$ cat config.mk
export PLATFORM = sky130hd
export DESIGN_NAME = line_span_rasterizer
export DESIGN_NICKNAME = d
export VERILOG_FILES = /design/src/rtl/lsr_pkg.sv /design/src/rtl/line_span_rasterizer.sv /design/src/rtl/lsr_clip.sv /design/src/rtl/lsr_start.sv /design/src/rtl/lsr_walk.sv
export SDC_FILE = /design/constraint.sdc
export NUM_CORES = 1
export LEC_CHECK = 0
export ABC_AREA = 1
export BUFFER_PORTS_ARGS = -buffer_cell sky130_fd_sc_hd__buf_2
export CORE_MARGIN = 1
export CORE_UTILIZATION = 25
export CTS_BUF_LIST = sky130_fd_sc_hd__clkbuf_8
export DETAILED_ROUTE_END_ITERATION = 8
export GPL_ROUTABILITY_DRIVEN = 0
export GPL_TIMING_DRIVEN = 0
export SLEW_MARGIN = 25
export SYNTH_ARGS = -nofsm -noshare
export SYNTH_HDL_FRONTEND = slang
export SYNTH_SLANG_ARGS = --single-unit
$ cat constraint.sdc
create_clock -name clk -period 16.79 [get_ports clk]
set_input_delay 3.358 -clock clk [delete_from_list [all_inputs] [get_ports clk]]
set_output_delay 3.358 -clock clk [all_outputs]
set_load 0.01 [all_outputs]
$ cat src/rtl/lsr_pkg.sv
`timescale 1ns / 1ps
// lsr_pkg: shared types, codes and constants of the line span rasterizer
package lsr_pkg;

    // default coordinate width of the endpoint fields
    localparam int COORD_BITS_DEF = 16;

    // fixed field widths
    localparam int FIELD_BITS = 16;
    localparam int SCREEN_BITS = 12;
    localparam int COLOR_BITS = 16;
    localparam int CFG_IDX_BITS = 1;

    // configuration register indexes
    localparam logic [CFG_IDX_BITS-1:0] CFG_SCR_COLS = 1'b0;
    localparam logic [CFG_IDX_BITS-1:0] CFG_SCR_ROWS = 1'b1;

    // configuration reset values
    localparam logic [SCREEN_BITS-1:0] SCR_COLS_RST = 12'd320;
    localparam logic [SCREEN_BITS-1:0] SCR_ROWS_RST = 12'd480;

    // request function codes
    localparam logic FUNC_START = 1'b0;
    localparam logic FUNC_STEP = 1'b1;

    // result kinds
    typedef enum logic [1:0] {
        KIND_HORIZ = 2'd0,
        KIND_VERT = 2'd1,
        KIND_PIXEL = 2'd2,
        KIND_NONE = 2'd3
    } kind_t;

    // one clipped run
    typedef struct packed {
        kind_t kind;
        logic [SCREEN_BITS-1:0] x;
        logic [SCREEN_BITS-1:0] y;
        logic [SCREEN_BITS-1:0] len;
    } lsr_run_t;

endpackage

$ cat src/rtl/line_span_rasterizer.sv
`timescale 1ns / 1ps
// A request's result passes from the request register to the result register.
// Throughput: one request per cycle while in_stall is low; the walker does one error-term step per step request.
// in_stall is high only while the request register is full and a result waits under out_stall.
// Reset (rst_n, asynchronous, active low) empties both registers, ends any line
// and loads screen width 320 and screen height 480.
// line_span_rasterizer: top level with request, walker state and result registers
module line_span_rasterizer
    import lsr_pkg::*;
#(
    parameter int COORD_BITS = COORD_BITS_DEF
)
(
    input  logic                    clk,
    input  logic                    rst_n,
    input  logic                    cfg_write,
    input  logic [CFG_IDX_BITS-1:0] cfg_index,
    input  logic [SCREEN_BITS-1:0]  cfg_data,
    input  logic                    in_valid,
    output logic                    in_stall,
    input  logic                    func,
    input  logic [FIELD_BITS-1:0]   start_x,
    input  logic [FIELD_BITS-1:0]   start_y,
    input  logic [FIELD_BITS-1:0]   end_x,
    input  logic [FIELD_BITS-1:0]   end_y,
    input  logic [COLOR_BITS-1:0]   color,
    output logic                    out_valid,
    input  logic                    out_stall,
    output logic [1:0]              kind,
    output logic [SCREEN_BITS-1:0]  run_x,
    output logic [SCREEN_BITS-1:0]  run_y,
    output logic [SCREEN_BITS-1:0]  run_length,
    output logic [COLOR_BITS-1:0]   run_color,
    output logic                    last
);

    // configuration
    logic [SCREEN_BITS-1:0] width_reg, height_reg;

    // request register
    logic                  in_vld_reg;
    logic                  func_reg;
    logic [FIELD_BITS-1:0] sx_reg, sy_reg, ex_reg, ey_reg;
    logic [COLOR_BITS-1:0] color_reg;
    logic                  in_take, advance;

    // walker state
    logic                         busy_reg;
    logic                         steep_reg;
    logic signed [COORD_BITS:0]   major_pos_reg, major_end_reg, minor_pos_reg;
    logic                         minor_neg_reg;
    logic signed [COORD_BITS+1:0] error_term_reg;
    logic signed [COORD_BITS:0]   delta_major_reg, delta_minor_reg, run_begin_reg;
    logic [COLOR_BITS-1:0]        line_color_reg;

    // result register
    logic                   out_vld_reg, out_vld_next;
    kind_t                  kind_reg;
    logic [SCREEN_BITS-1:0] run_x_reg, run_y_reg, run_length_reg;
    logic [COLOR_BITS-1:0]  run_color_reg;
    logic                   last_reg;

    // setup results
    lsr_run_t                     st_run;
    logic                         st_sloped, st_steep, st_minor_neg;
    logic signed [COORD_BITS:0]   st_major_pos, st_major_end, st_minor_pos;
    logic signed [COORD_BITS+1:0] st_error_term;
    logic signed [COORD_BITS:0]   st_delta_major, st_delta_minor;

    // walker results
    lsr_run_t                     wk_run;
    logic                         wk_emit, wk_fin;
    logic signed [COORD_BITS:0]   wk_major_pos, wk_minor_pos, wk_run_begin;
    logic signed [COORD_BITS+1:0] wk_error_term;

    logic     is_start, emit;
    lsr_run_t res_run;

    // configuration writes
    always_ff @(posedge clk or negedge rst_n)
    begin
        if (!rst_n)
        begin
            width_reg <= SCR_COLS_RST;
            height_reg <= SCR_ROWS_RST;
        end
        else if (cfg_write)
        begin
            case (cfg_index)
                CFG_SCR_COLS: width_reg <= cfg_data;
                CFG_SCR_ROWS: height_reg <= cfg_data;
                default:      ;
            endcase
        end
    end

    // handshake: stall only while a result waits and the request register is full
    assign in_stall = in_vld_reg && out_vld_reg && out_stall;
    assign in_take = in_valid && !in_stall;
    assign advance = in_vld_reg && !in_stall;

    always_ff @(posedge clk or negedge rst_n)
    begin
        if (!rst_n)
        begin
            in_vld_reg <= 1'b0;
        end
        else if (in_take)
        begin
            in_vld_reg <= 1'b1;
        end
        else if (advance)
        begin
            in_vld_reg <= 1'b0;
        end
    end

    always_ff @(posedge clk)
    begin
        if (in_take)
        begin
            func_reg <= func;
            sx_reg <= start_x;
            sy_reg <= start_y;
            ex_reg <= end_x;
            ey_reg <= end_y;
            color_reg <= color;
        end
    end

    lsr_start #(
        .COORD_BITS (COORD_BITS)
    ) u_start (
        .start_x       (sx_reg),
        .start_y       (sy_reg),
        .end_x         (ex_reg),
        .end_y         (ey_reg),
        .scr_cols      (width_reg),
        .scr_rows      (height_reg),
        .run           (st_run),
        .sloped        (st_sloped),
        .steep         (st_steep),
        .major_pos     (st_major_pos),
        .major_end     (st_major_end),
        .minor_pos     (st_minor_pos),
        .minor_neg     (st_minor_neg),
        .error_term    (st_error_term),
        .delta_major   (st_delta_major),
        .delta_minor   (st_delta_minor)
    );

    lsr_walk #(
        .COORD_BITS (COORD_BITS)
    ) u_walk (
        .steep           (steep_reg),
        .major_pos       (major_pos_reg),
        .major_end       (major_end_reg),
        .minor_pos       (minor_pos_reg),
        .minor_neg       (minor_neg_reg),
        .error_term      (error_term_reg),
        .delta_major     (delta_major_reg),
        .delta_minor     (delta_minor_reg),
        .run_begin       (run_begin_reg),
        .scr_cols        (width_reg),
        .scr_rows        (height_reg),
        .run             (wk_run),
        .emit            (wk_emit),
        .fin             (wk_fin),
        .major_pos_next  (wk_major_pos),
        .minor_pos_next  (wk_minor_pos),
        .error_term_next (wk_error_term),
        .run_begin_next  (wk_run_begin)
    );

    // result selection
    assign is_start = (func_reg == FUNC_START);
    assign emit = is_start ? !st_sloped : (busy_reg && wk_emit);
    assign res_run = is_start ? st_run : wk_run;

    // line active flag
    always_ff @(posedge clk or negedge rst_n)
    begin
        if (!rst_n)
        begin
            busy_reg <= 1'b0;
        end
        else if (advance)
        begin
            if (is_start)
            begin
                busy_reg <= st_sloped;
            end
            else if (busy_reg && wk_fin)
            begin
                busy_reg <= 1'b0;
            end
        end
    end

    // walker state load on setup, update on each step
    always_ff @(posedge clk)
    begin
        if (advance)
        begin
            if (is_start)
            begin
                line_color_reg <= color_reg;
                steep_reg <= st_steep;
                major_pos_reg <= st_major_pos;
                major_end_reg <= st_major_end;
                minor_pos_reg <= st_minor_pos;
                minor_neg_reg <= st_minor_neg;
                error_term_reg <= st_error_term;
                delta_major_reg <= st_delta_major;
                delta_minor_reg <= st_delta_minor;
                run_begin_reg <= st_major_pos;
            end
            else if (busy_reg)
            begin
                major_pos_reg <= wk_major_pos;
                minor_pos_reg <= wk_minor_pos;
                error_term_reg <= wk_error_term;
                run_begin_reg <= wk_run_begin;
            end
        end
    end

    // result register
    assign out_vld_next = advance ? emit : (out_vld_reg && out_stall);

    always_ff @(posedge clk or negedge rst_n)
    begin
        if (!rst_n)
        begin
            out_vld_reg <= 1'b0;
        end
        else
        begin
            out_vld_reg <= out_vld_next;
        end
    end

    always_ff @(posedge clk)
    begin
        if (advance && emit)
        begin
            kind_reg <= res_run.kind;
            run_x_reg <= res_run.x;
            run_y_reg <= res_run.y;
            run_length_reg <= res_run.len;
            run_color_reg <= is_start ? color_reg : line_color_reg;
            last_reg <= is_start ? 1'b1 : wk_fin;
        end
    end

    assign out_valid = out_vld_reg;
    assign kind = kind_reg;
    assign run_x = run_x_reg;
    assign run_y = run_y_reg;
    assign run_length = run_length_reg;
    assign run_color = run_color_reg;
    assign last = last_reg;

`ifndef SYNTHESIS
    // nothing-drawn results carry zero coordinates and length
    assert property (@(posedge clk) disable iff (!rst_n)
        (out_vld_reg && kind_reg == KIND_NONE) |->
        (run_x_reg == '0 && run_y_reg == '0 && run_length_reg == '0))
        else $error("empty result with non-zero fields");

    // single pixels have length one
    assert property (@(posedge clk) disable iff (!rst_n)
        (out_vld_reg && kind_reg == KIND_PIXEL) |-> (run_length_reg == SCREEN_BITS'(1)))
        else $error("pixel result with length other than one");

    // runs are at least two pixels long
    assert property (@(posedge clk) disable iff (!rst_n)
        (out_vld_reg && (kind_reg == KIND_HORIZ || kind_reg == KIND_VERT)) |->
        (run_length_reg > SCREEN_BITS'(1)))
        else $error("run shorter than two pixels");

    // a step with no line active gives no result
    assert property (@(posedge clk) disable iff (!rst_n)
        (advance && !is_start && !busy_reg) |=> !out_vld_reg)
        else $error("result from a step while idle");
`endif

endmodule

$ cat src/rtl/lsr_clip.sv
`timescale 1ns / 1ps
// lsr_clip: clips one horizontal or vertical run against the screen size
module lsr_clip
    import lsr_pkg::*;
#(
    parameter int CW = 18
)
(
    input  logic                   vert,
    input  logic signed [CW-1:0]   x,
    input  logic signed [CW-1:0]   y,
    input  logic signed [CW-1:0]   n,
    input  logic [SCREEN_BITS-1:0] scr_cols,
    input  logic [SCREEN_BITS-1:0] scr_rows,
    output lsr_run_t               run
);

    logic signed [CW-1:0] wd;
    logic signed [CW-1:0] ht;
    logic signed [CW-1:0] pos;
    logic signed [CW-1:0] lim;
    logic signed [CW-1:0] room;
    logic signed [CW-1:0] len;
    logic                 off;

    // screen limits on the run's axis
    assign wd = CW'($signed({1'b0, scr_cols}));
    assign ht = CW'($signed({1'b0, scr_rows}));
    assign pos = vert ? y : x;
    assign lim = vert ? ht : wd;
    assign room = lim - pos;

    // start point off screen or empty run
    assign off = (x < 0) || (y < 0) || (x >= wd) || (y >= ht) || (n < 1);

    // cut the run at the far edge
    assign len = (n > room) ? room : n;

    // pick the kind and fields
    always_comb
    begin
        if (off)
        begin
            run.kind = KIND_NONE;
            run.x = '0;
            run.y = '0;
            run.len = '0;
        end
        else
        begin
            run.x = x[SCREEN_BITS-1:0];
            run.y = y[SCREEN_BITS-1:0];
            if (len < 2)
            begin
                run.kind = KIND_PIXEL;
                run.len = SCREEN_BITS'(1);
            end
            else
            begin
                run.kind = vert ? KIND_VERT : KIND_HORIZ;
                run.len = len[SCREEN_BITS-1:0];
            end
        end
    end

endmodule

$ cat src/rtl/lsr_start.sv
`timescale 1ns / 1ps
// lsr_start: line setup, rejection, clamping and immediate straight lines
module lsr_start
    import lsr_pkg::*;
#(
    parameter int COORD_BITS = COORD_BITS_DEF
)
(
    input  logic [FIELD_BITS-1:0]      start_x,
    input  logic [FIELD_BITS-1:0]      start_y,
    input  logic [FIELD_BITS-1:0]      end_x,
    input  logic [FIELD_BITS-1:0]      end_y,
    input  logic [SCREEN_BITS-1:0]     scr_cols,
    input  logic [SCREEN_BITS-1:0]     scr_rows,
    output lsr_run_t                   run,
    output logic                       sloped,
    output logic                       steep,
    output logic signed [COORD_BITS:0]   major_pos,
    output logic signed [COORD_BITS:0]   major_end,
    output logic signed [COORD_BITS:0]   minor_pos,
    output logic                       minor_neg,
    output logic signed [COORD_BITS+1:0] error_term,
    output logic signed [COORD_BITS:0]   delta_major,
    output logic signed [COORD_BITS:0]   delta_minor
);

    localparam int CW = (COORD_BITS + 2 > 13) ? COORD_BITS + 2 : 13;

    logic signed [CW-1:0] x0, y0, x1, y1;
    logic signed [CW-1:0] x0c, y0c, x1c, y1c;
    logic signed [CW-1:0] wd, ht;
    logic signed [CW-1:0] dx, dy, adx, ady;
    logic signed [CW-1:0] a0, b0, a1, b1;
    logic signed [CW-1:0] ma0, mb0, ma1, mb1;
    logic signed [CW-1:0] dmaj, dmin;
    logic signed [CW-1:0] cx, cy, cn;
    logic                 reject, horiz, vline, cvert;

    // endpoints as two's complement of the coordinate width
    assign x0 = CW'($signed(start_x[COORD_BITS-1:0]));
    assign y0 = CW'($signed(start_y[COORD_BITS-1:0]));
    assign x1 = CW'($signed(end_x[COORD_BITS-1:0]));
    assign y1 = CW'($signed(end_y[COORD_BITS-1:0]));
    assign wd = CW'($signed({1'b0, scr_cols}));
    assign ht = CW'($signed({1'b0, scr_rows}));

    // whole line off screen
    assign reject = ((y0 < 0) && (y1 < 0)) || ((y0 > ht) && (y1 > ht)) ||
                    ((x0 < 0) && (x1 < 0)) || ((x0 > wd) && (x1 > wd));

    // clamp negative coordinates
    assign x0c = (x0 < 0) ? '0 : x0;
    assign y0c = (y0 < 0) ? '0 : y0;
    assign x1c = (x1 < 0) ? '0 : x1;
    assign y1c = (y1 < 0) ? '0 : y1;

    assign dx = x1c - x0c;
    assign dy = y1c - y0c;
    assign adx = (dx < 0) ? -dx : dx;
    assign ady = (dy < 0) ? -dy : dy;
    assign horiz = (y0c == y1c);
    assign vline = (x0c == x1c);

    // immediate straight line or rejection
    always_comb
    begin
        cvert = 1'b0;
        cx = x0c;
        cy = y0c;
        cn = '0;
        if (!reject)
        begin
            if (horiz)
            begin
                cx = (x0c < x1c) ? x0c : x1c;
                cn = adx + CW'(1);
            end
            else if (vline)
            begin
                cvert = 1'b1;
                cy = (y0c < y1c) ? y0c : y1c;
                cn = ady + CW'(1);
            end
        end
    end

    lsr_clip #(
        .CW (CW)
    ) u_clip (
        .vert     (cvert),
        .x        (cx),
        .y        (cy),
        .n        (cn),
        .scr_cols (scr_cols),
        .scr_rows (scr_rows),
        .run      (run)
    );

    // sloped line setup: swap to the major axis, order along it
    assign sloped = !reject && !horiz && !vline;
    assign steep = (ady > adx);
    assign a0 = steep ? y0c : x0c;
    assign b0 = steep ? x0c : y0c;
    assign a1 = steep ? y1c : x1c;
    assign b1 = steep ? x1c : y1c;
    assign ma0 = (a0 > a1) ? a1 : a0;
    assign mb0 = (a0 > a1) ? b1 : b0;
    assign ma1 = (a0 > a1) ? a0 : a1;
    assign mb1 = (a0 > a1) ? b0 : b1;
    assign dmaj = ma1 - ma0;
    assign dmin = (mb1 > mb0) ? (mb1 - mb0) : (mb0 - mb1);

    assign major_pos = ma0[COORD_BITS:0];
    assign major_end = ma1[COORD_BITS:0];
    assign minor_pos = mb0[COORD_BITS:0];
    assign minor_neg = !(mb0 < mb1);
    assign delta_major = dmaj[COORD_BITS:0];
    assign delta_minor = dmin[COORD_BITS:0];
    assign error_term = {2'b00, dmaj[COORD_BITS:1]};

endmodule

$ cat src/rtl/lsr_walk.sv
`timescale 1ns / 1ps
// lsr_walk: one major-axis iteration of the run walker
module lsr_walk
    import lsr_pkg::*;
#(
    parameter int COORD_BITS = COORD_BITS_DEF
)
(
    input  logic                         steep,
    input  logic signed [COORD_BITS:0]   major_pos,
    input  logic signed [COORD_BITS:0]   major_end,
    input  logic signed [COORD_BITS:0]   minor_pos,
    input  logic                         minor_neg,
    input  logic signed [COORD_BITS+1:0] error_term,
    input  logic signed [COORD_BITS:0]   delta_major,
    input  logic signed [COORD_BITS:0]   delta_minor,
    input  logic signed [COORD_BITS:0]   run_begin,
    input  logic [SCREEN_BITS-1:0]       scr_cols,
    input  logic [SCREEN_BITS-1:0]       scr_rows,
    output lsr_run_t                     run,
    output logic                         emit,
    output logic                         fin,
    output logic signed [COORD_BITS:0]   major_pos_next,
    output logic signed [COORD_BITS:0]   minor_pos_next,
    output logic signed [COORD_BITS+1:0] error_term_next,
    output logic signed [COORD_BITS:0]   run_begin_next
);

    localparam int CW = (COORD_BITS + 2 > 13) ? COORD_BITS + 2 : 13;

    logic signed [COORD_BITS+1:0] err_sub;
    logic signed [CW-1:0]         mp, rb, mn, n, cx, cy, cn;
    logic                         hit, draw;

    // error term update
    assign err_sub = error_term - (COORD_BITS+2)'(delta_minor);
    assign hit = (err_sub < 0);
    assign fin = (major_pos >= major_end);

    // run closed by a minor step, or the trailing run on the last position
    assign mp = CW'(major_pos);
    assign rb = CW'(run_begin);
    assign mn = CW'(minor_pos);
    assign n = mp - rb + CW'(1);
    assign draw = hit || (mp > rb);
    assign emit = hit || fin;
    assign cn = draw ? n : '0;
    assign cx = steep ? mn : rb;
    assign cy = steep ? rb : mn;

    lsr_clip #(
        .CW (CW)
    ) u_clip (
        .vert     (steep),
        .x        (cx),
        .y        (cy),
        .n        (cn),
        .scr_cols (scr_cols),
        .scr_rows (scr_rows),
        .run      (run)
    );

    // next walker state
    assign major_pos_next = major_pos + (COORD_BITS+1)'(1);
    assign run_begin_next = hit ? major_pos_next : run_begin;
    assign minor_pos_next = !hit ? minor_pos :
                            (minor_neg ? minor_pos - (COORD_BITS+1)'(1)
                                       : minor_pos + (COORD_BITS+1)'(1));
    assign error_term_next = hit ? err_sub + (COORD_BITS+2)'(delta_major) : err_sub;

endmodule

After elaboration in Yosys (flattened, before gate mapping)
Cells that the tools add are included.
W data, S select, Z words.
{ "classes": {"add_sub_neg": 18, "n_lt_le_gt_ge": 33, "eq_ne": 5, "muxes": 65, "bitwise_logic": 2, "reduce_logical": 40} }
{ "op_table": {"columns": ["op", "count"], "rows": [
  ["$mux W18", 31],
  ["$mux W17", 12],
  ["$lt A18 B1 Y1 const B", 7],
  ["$mux W38", 3],
  ["$gt A18 B18 Y1", 5],
  ["$ge A18 B13 Y1", 4],
  ["$gt A16 B13 Y1", 4],
  ["$lt A16 B1 Y1 const B", 4],
  ["$add A18 B2 Y18 const B", 3],
  ["$lt A18 B18 Y1", 3],
  ["$sub A17 B17 Y17", 3],
  ["$mux W12", 4],
  ["$eq A18 B18 Y1", 2],
  ["$lt A18 B2 Y1 const B", 2],
  ["$lt A18 B3 Y1 const B", 2],
  ["$neg A18 Y18", 2],
  ["$sub A13 B18 Y18", 2],
  ["$sub A18 B18 Y18", 2],
  ["$add A17 B2 Y17 const B", 2],
  ["$mux W16", 2],
  ["$add A18 B17 Y18", 1],
  ["$sub A17 B17 Y18", 1],
  ["$sub A18 B17 Y18", 1],
  ["$ge A17 B17 Y1", 1],
  ["12 further kinds", 60]
]} }
{ "word_totals": {"ff_bits": 301} }

Logic depth before layout (Yosys ltp)
{ "logic_depth": {"depth_word": 15, "ltp_mapped": 69, "mapped_depth_nobuf": 60} }

Cells and area by module
From an unflattened synthesis, not the netlist that was laid out.
{ "hier_totals": {"hier_cells": 4791, "hier_area_um2": 32750.2} }
{ "by_module_without_submodules": {"columns": ["module", "n_inst", "cells_each", "area_each_um2", "seq_area_each_um2"], "rows": [
  ["line_span_rasterizer", 1, 773, 10784.1, 8911.0],
  ["lsr_start", 1, 1912, 10102.2, 0.0],
  ["lsr_walk", 1, 1132, 6204.7, 0.0],
  ["lsr_clip at u_start.u_clip", 1, 493, 2845.2, 0.0],
  ["lsr_clip at u_walk.u_clip", 1, 481, 2813.9, 0.0]
]} }

Worst setup path before layout
OpenSTA, ideal clock, no wires.
{ "synth_path": {"path_kind": "reg2reg", "from": "register sy_reg[15]", "to": "register delta_minor_reg[12], data pin", "setup_ps": 252, "arrival_ps": 8888, "required_ps": 16538, "path_slack_ps": 7650, "path_stages_with_launch": 58, "period_less_slack_ps": 9140, "path_cell_list": "edfxtp_1 > buf_6 > inv_4 > clkbuf_1 > nand2_1 > ha_1 > nand2_1 > nor2_1 > nor2_1 > inv_1 > nand4_1 > nand2_1 > nand3_1 > nand2_1 > inv_1 > o21a_1 > clkbuf_1 > o21ai_0 > (+22 left out) > nand2_4 > buf_6 > buf_2 > clkbuf_1 > o21ai_0 > inv_1 > fa_1 > or2_2 > nand3_2 > nand2_2 > nand2_2 > nand2_1 > nand2_1 > nand2_2 > buf_6 > buf_6 > nand2_1 > nand2_1"} }
{ "synth_via": {"elab_chain_cells": 11, "word_cells_on_any_way": 18, "cone_classes": "add/sub (4); order compare (5); mux (9)"} }
{ "synth_rtl": {"columns": ["item", "line", "source"], "rows": [
  ["start: declaration", "line_span_rasterizer.sv:43", "logic [FIELD_BITS-1:0] sx_reg, sy_reg, ex_reg, ey_reg;"],
  ["start signal: assignment", "line_span_rasterizer.sv:124", "sy_reg <= start_y;"],
  ["$lt A16 B1 Y1", "lsr_start.sv:53", "assign y0c = (y0 < 0) ? '0 : y0;"],
  ["$mux W18 (*)", "lsr_start.sv:53", null],
  ["$sub A18 B18 Y18", "lsr_start.sv:58", "assign dy = y1c - y0c;"],
  ["$neg A18 Y18 or $lt A18 B1 Y1 (tied branches)", "lsr_start.sv:60", "assign ady = (dy < 0) ? -dy : dy;"],
  ["$mux W18", "lsr_start.sv:60", null],
  ["$gt A18 B18 Y1", "lsr_start.sv:101", "assign steep = (ady > adx);"],
  ["$mux W18, on equally long branches", "lsr_start.sv:102, lsr_start.sv:104", null],
  ["$gt A18 B18 Y1", "lsr_start.sv:107, lsr_start.sv:109", null],
  ["$mux W18, on equally long branches", "lsr_start.sv:107, lsr_start.sv:109", null],
  ["$sub A17 B17 Y17 or $gt A18 B18 Y1 (tied branches)", "lsr_start.sv:111", "assign dmin = (mb1 > mb0) ? (mb1 - mb0) : (mb0 - mb1);"],
  ["$mux W17 (*)", "lsr_start.sv:111", null],
  ["net st_delta_minor[12]", "line_span_rasterizer.sv:68", "logic signed [COORD_BITS:0] st_delta_major, st_delta_minor;"],
  ["end signal: assignment", "line_span_rasterizer.sv:215", "delta_minor_reg <= st_delta_minor;"],
  ["end: declaration", "line_span_rasterizer.sv:53", "logic signed [COORD_BITS:0] delta_major_reg, delta_minor_reg, run_begin_reg;"]
]} }
Mark *: on every way through the listed nets, which the timed path passes. The rest lies on a longest branch.
A chain may end at the register's enable or synchronous reset.

Final worst setup path
{ "layout_path": {"from": "register sy_reg[15]", "to": "register delta_minor_reg[13], data pin"} }
The elaborated chain is that of the path after synthesis.

==> results.md <==
- Maximum root-to-sink buffer count: 3
- Placement Rows: roughly 120
- Post-detailed-route count of antenna-violating nets: 0
- Number of setup buffers added after CTS: 0
- Average detailed-routed wire length per instance: 18.6 um
- Shortest period the worst path allows: around 13 ns
- DP Wirelength: just under 90000 um
- Number of distinct library cells after synthesis: 73
- Flops & latches, synth: about 300
- Crit share post-route: 0.745
- Worst Hold Depth: 2
- Number of instances in the synthesized netlist: a little under 4000
- Startpoint class of the critical path: register
- Arrival time of the worst setup path: about 13 ns
- Capture instance of the worst register-to-register path: delta_minor_reg[13]$_DFFE_PP_
- GRT met2 Usage: 0.273
- Met3 track utilization from global routing: 0.0458
- Hold endpoint: width_reg[6]$_DFFE_PN1P_
- Die outline width: about 340 um
- Layer carrying the most global-route usage: met2
- Wire length reported by the detailed router: about 110000 um
- TNS Setup: 0 ns
- Unrepaired setup endpoints after global routing: no
- Reg-to-reg slack, setup: 4.28 ns
- # setup viols final: 0
- Maximum number of pins on one net before global-route repair: 58
- Number of DRC violations after detailed-routing iteration 0: approximately 2700
- Nets: 4633
- Number of resized instances in the post-cts repair step: 0
- Slowest Stage Delay on Critical Path: approximately 0.85 ns
- Result of the run: complete, no violations
- Total track usage: 0.177
- Root Buffer Master: sky130_fd_sc_hd__clkbuf_8
- Largest driver fanout on the critical path: 10
- Number of flip-flops in the largest register: 18
- Area growth from synthesis to layout: 13.4%
- Maximum capacitance violations: 0
- Std-Cell Core Area: around 110000 um2
- Hold path startpoint: width_reg[6]$_DFFE_PN1P_
- Count of buffers inserted at the top-level ports: around 160
- Maximum frequency from static timing analysis: roughly 80 MHz
- CTS tree: done
- Capturing element type of the critical path: register
- Final Max Slew Viols: 0
- Kind of cell with the highest combined delay on the critical path: simple AND/OR/NAND/NOR gates
- First-pass DRT Iterations: 7
- # clock sinks: 299
- Critical path type: reg -> reg
- Cell repeated most along the worst path: sky130_fd_sc_hd__nand2_1
- Die height: roughly 340 um
- Slowest library cell on the worst path: sky130_fd_sc_hd__o21ai_0
- Worst-case reg-to-reg path depth: 55
- Via count normalized by instance count: slightly below 5
- Total Die Area: 118000 um2
- Area of the mapped netlist: approximately 29000 um2
- Final number of hold-violating endpoints: 0
- Post-CTS Hold Buffers: 0
- Avg Synthesized Cell Area: 7.36 um2
- GR Util met1: 0.232
- Initial core utilization: 0.254
- Worst Hold Class: reg -> reg
- Initial antenna violation count: 9
- Number of clock buffers inserted by TritonCTS: 56
- Buf/Inv on CP: 19
- Number of warnings reported in the yosys synthesis log: 0
- Required time of the critical path: 17.21 ns
- Number of synthesized flops with an enable pin: 272
- H-Tree Level Count: 2
- First-pass GRT wire length: roughly 160000 um
- Fraction of registers with async set or reset after synthesis: 0.0903
- Worst-case headroom to the max-slew limit: 0.240
- Clock latency on the worst-skew pair: 0.73 ns
- Number of design rule violations left after detail routing: 0
- Post-synthesis sequential area ratio: 0.303
- Share of post-route cells with drive strength above 1: 0.102
- Vias in the first global route: between 20000 and 30000
- Clock slew at reported path FFs: approximately 0.07 ns
- Global-route congestion overflow total: 0
- R2r startpoint: sy_reg[15]$_DFFE_PP_
- Via count: between 20000 and 30000
- Clock Skew: around 0.061 ns
- Top FF cell, synth: sky130_fd_sc_hd__edfxtp_1
- Pin slew with the least headroom to its limit: 1.13 ns
- Number of placed I/O pins: approximately 160
## cell usage after synthesis, drive strengths merged, types with 21 or more instances
master,n,area (um2)
nand2,1072,4230
inv,632,2390
o21ai,364,1840
ha,333,4170
edfxtp,272,8170
nor2,261,1060
a21oi,207,1040
nand3,196,1060
xor2,102,923
nand4,65,413
clkbuf,64,240
nor3,39,205
buf,31,257
o21bai,31,233
xnor2,31,287
nor4,27,175
dfrtp,21,526
## worst max path at each step
stage | startpoint | to | slack (ns) | cells past startpoint
detailed placement | sy_reg[15]$_DFFE_PP_ | delta_minor_reg[13]$_DFFE_PP_ | 4.71 | 56
global route | sy_reg[15]$_DFFE_PP_ | delta_minor_reg[13]$_DFFE_PP_ | 3.47 | 56
floorplan | sy_reg[15]$_DFFE_PP_ | delta_minor_reg[12]$_DFFE_PP_ | 7.65 | 57
CTS | sy_reg[15]$_DFFE_PP_ | delta_minor_reg[13]$_DFFE_PP_ | 4.55 | 56
finish | sy_reg[15]$_DFFE_PP_ | delta_minor_reg[13]$_DFFE_PP_ | 4.28 | 55
global placement | sy_reg[15]$_DFFE_PP_ | delta_minor_reg[13]$_DFFE_PP_ | 4.74 | 56
## placed cells by master, fill, tap and decap left out, drive strengths merged, types with 65 or more instances in the layout
master | netlist | routed
nand3 | 196 | 196
nand4 | 65 | 65
o21ai | 364 | 364
a21oi | 207 | 207
edfxtp | 272 | 272
buf | 31 | 192
nor2 | 261 | 261
nand2 | 1072 | 1072
ha | 333 | 333
clkbuf | 64 | 120
inv | 632 | 642
xor2 | 102 | 102
## cell type report
cell class | instances | area, um2
multi-input combinational | 2937 | 17500
buffer | 95 | 497
clock inverter | 46 | 269
inverter | 634 | 2400
fill | 12500 | 81900
tap | 1512 | 1890
antenna | 3 | 7.51
timing repair buffer | 161 | 913
sequential | 299 | 8850
clock buffer | 56 | 771
## cells by family (layout without fill, tap and decap cells)
kind of cell,after synthesis,after routing,share of synthesized area
AO/OA/AOI/OAI,737,737,0.143
XOR/XNOR,133,133,0.0415
adder cells (fa/ha/maj),350,350,0.154
buffers and inverters,729,992,0.0991
flip-flops,299,299,0.303
multiplexers,9,9,0.00309
other,2,6,0.000257
AND/OR/NAND/NOR,1705,1705,0.255
## through the flow
stage	utilization	std cells	cell area, um2	hold slack, ns	setup slack [ns]
CTS	0.288	5740	33100	0.490	4.55
global route	0.288	5741	33100	0.518	3.47
detailed placement	0.279	5638	32000	0.475	4.71
floorplan	-	3965	29200	0.453	7.65
global placement	0.277	5632	31800	0.470	4.74
finish	0.288	5743	33100	0.491	4.28
## worst reg2reg max path, delay by kind of cell, from the launching register on
kind                       cells  cell delay (ns)
buffers and inverters         19             4.08
and+or+nand+nor               27             4.40
DFF                            1             0.38
xor gates and xnor gates       1             0.28
adders and majority gates      4             1.46
AOI/OAI and AO/OA              4             1.60
## per-layer routing
layer | routed length (um) | part of all wire
met1 | 44600 | 0.42
met2 | 46300 | 0.43
met3 | 11100 | 0.10
met4 | 4590 | 0.043
met5 | 56 | 0.00053
Power is left out: the tool's default activity adds up to more than one toggle a clock period on the data nets, which glitch-free logic cannot reach.
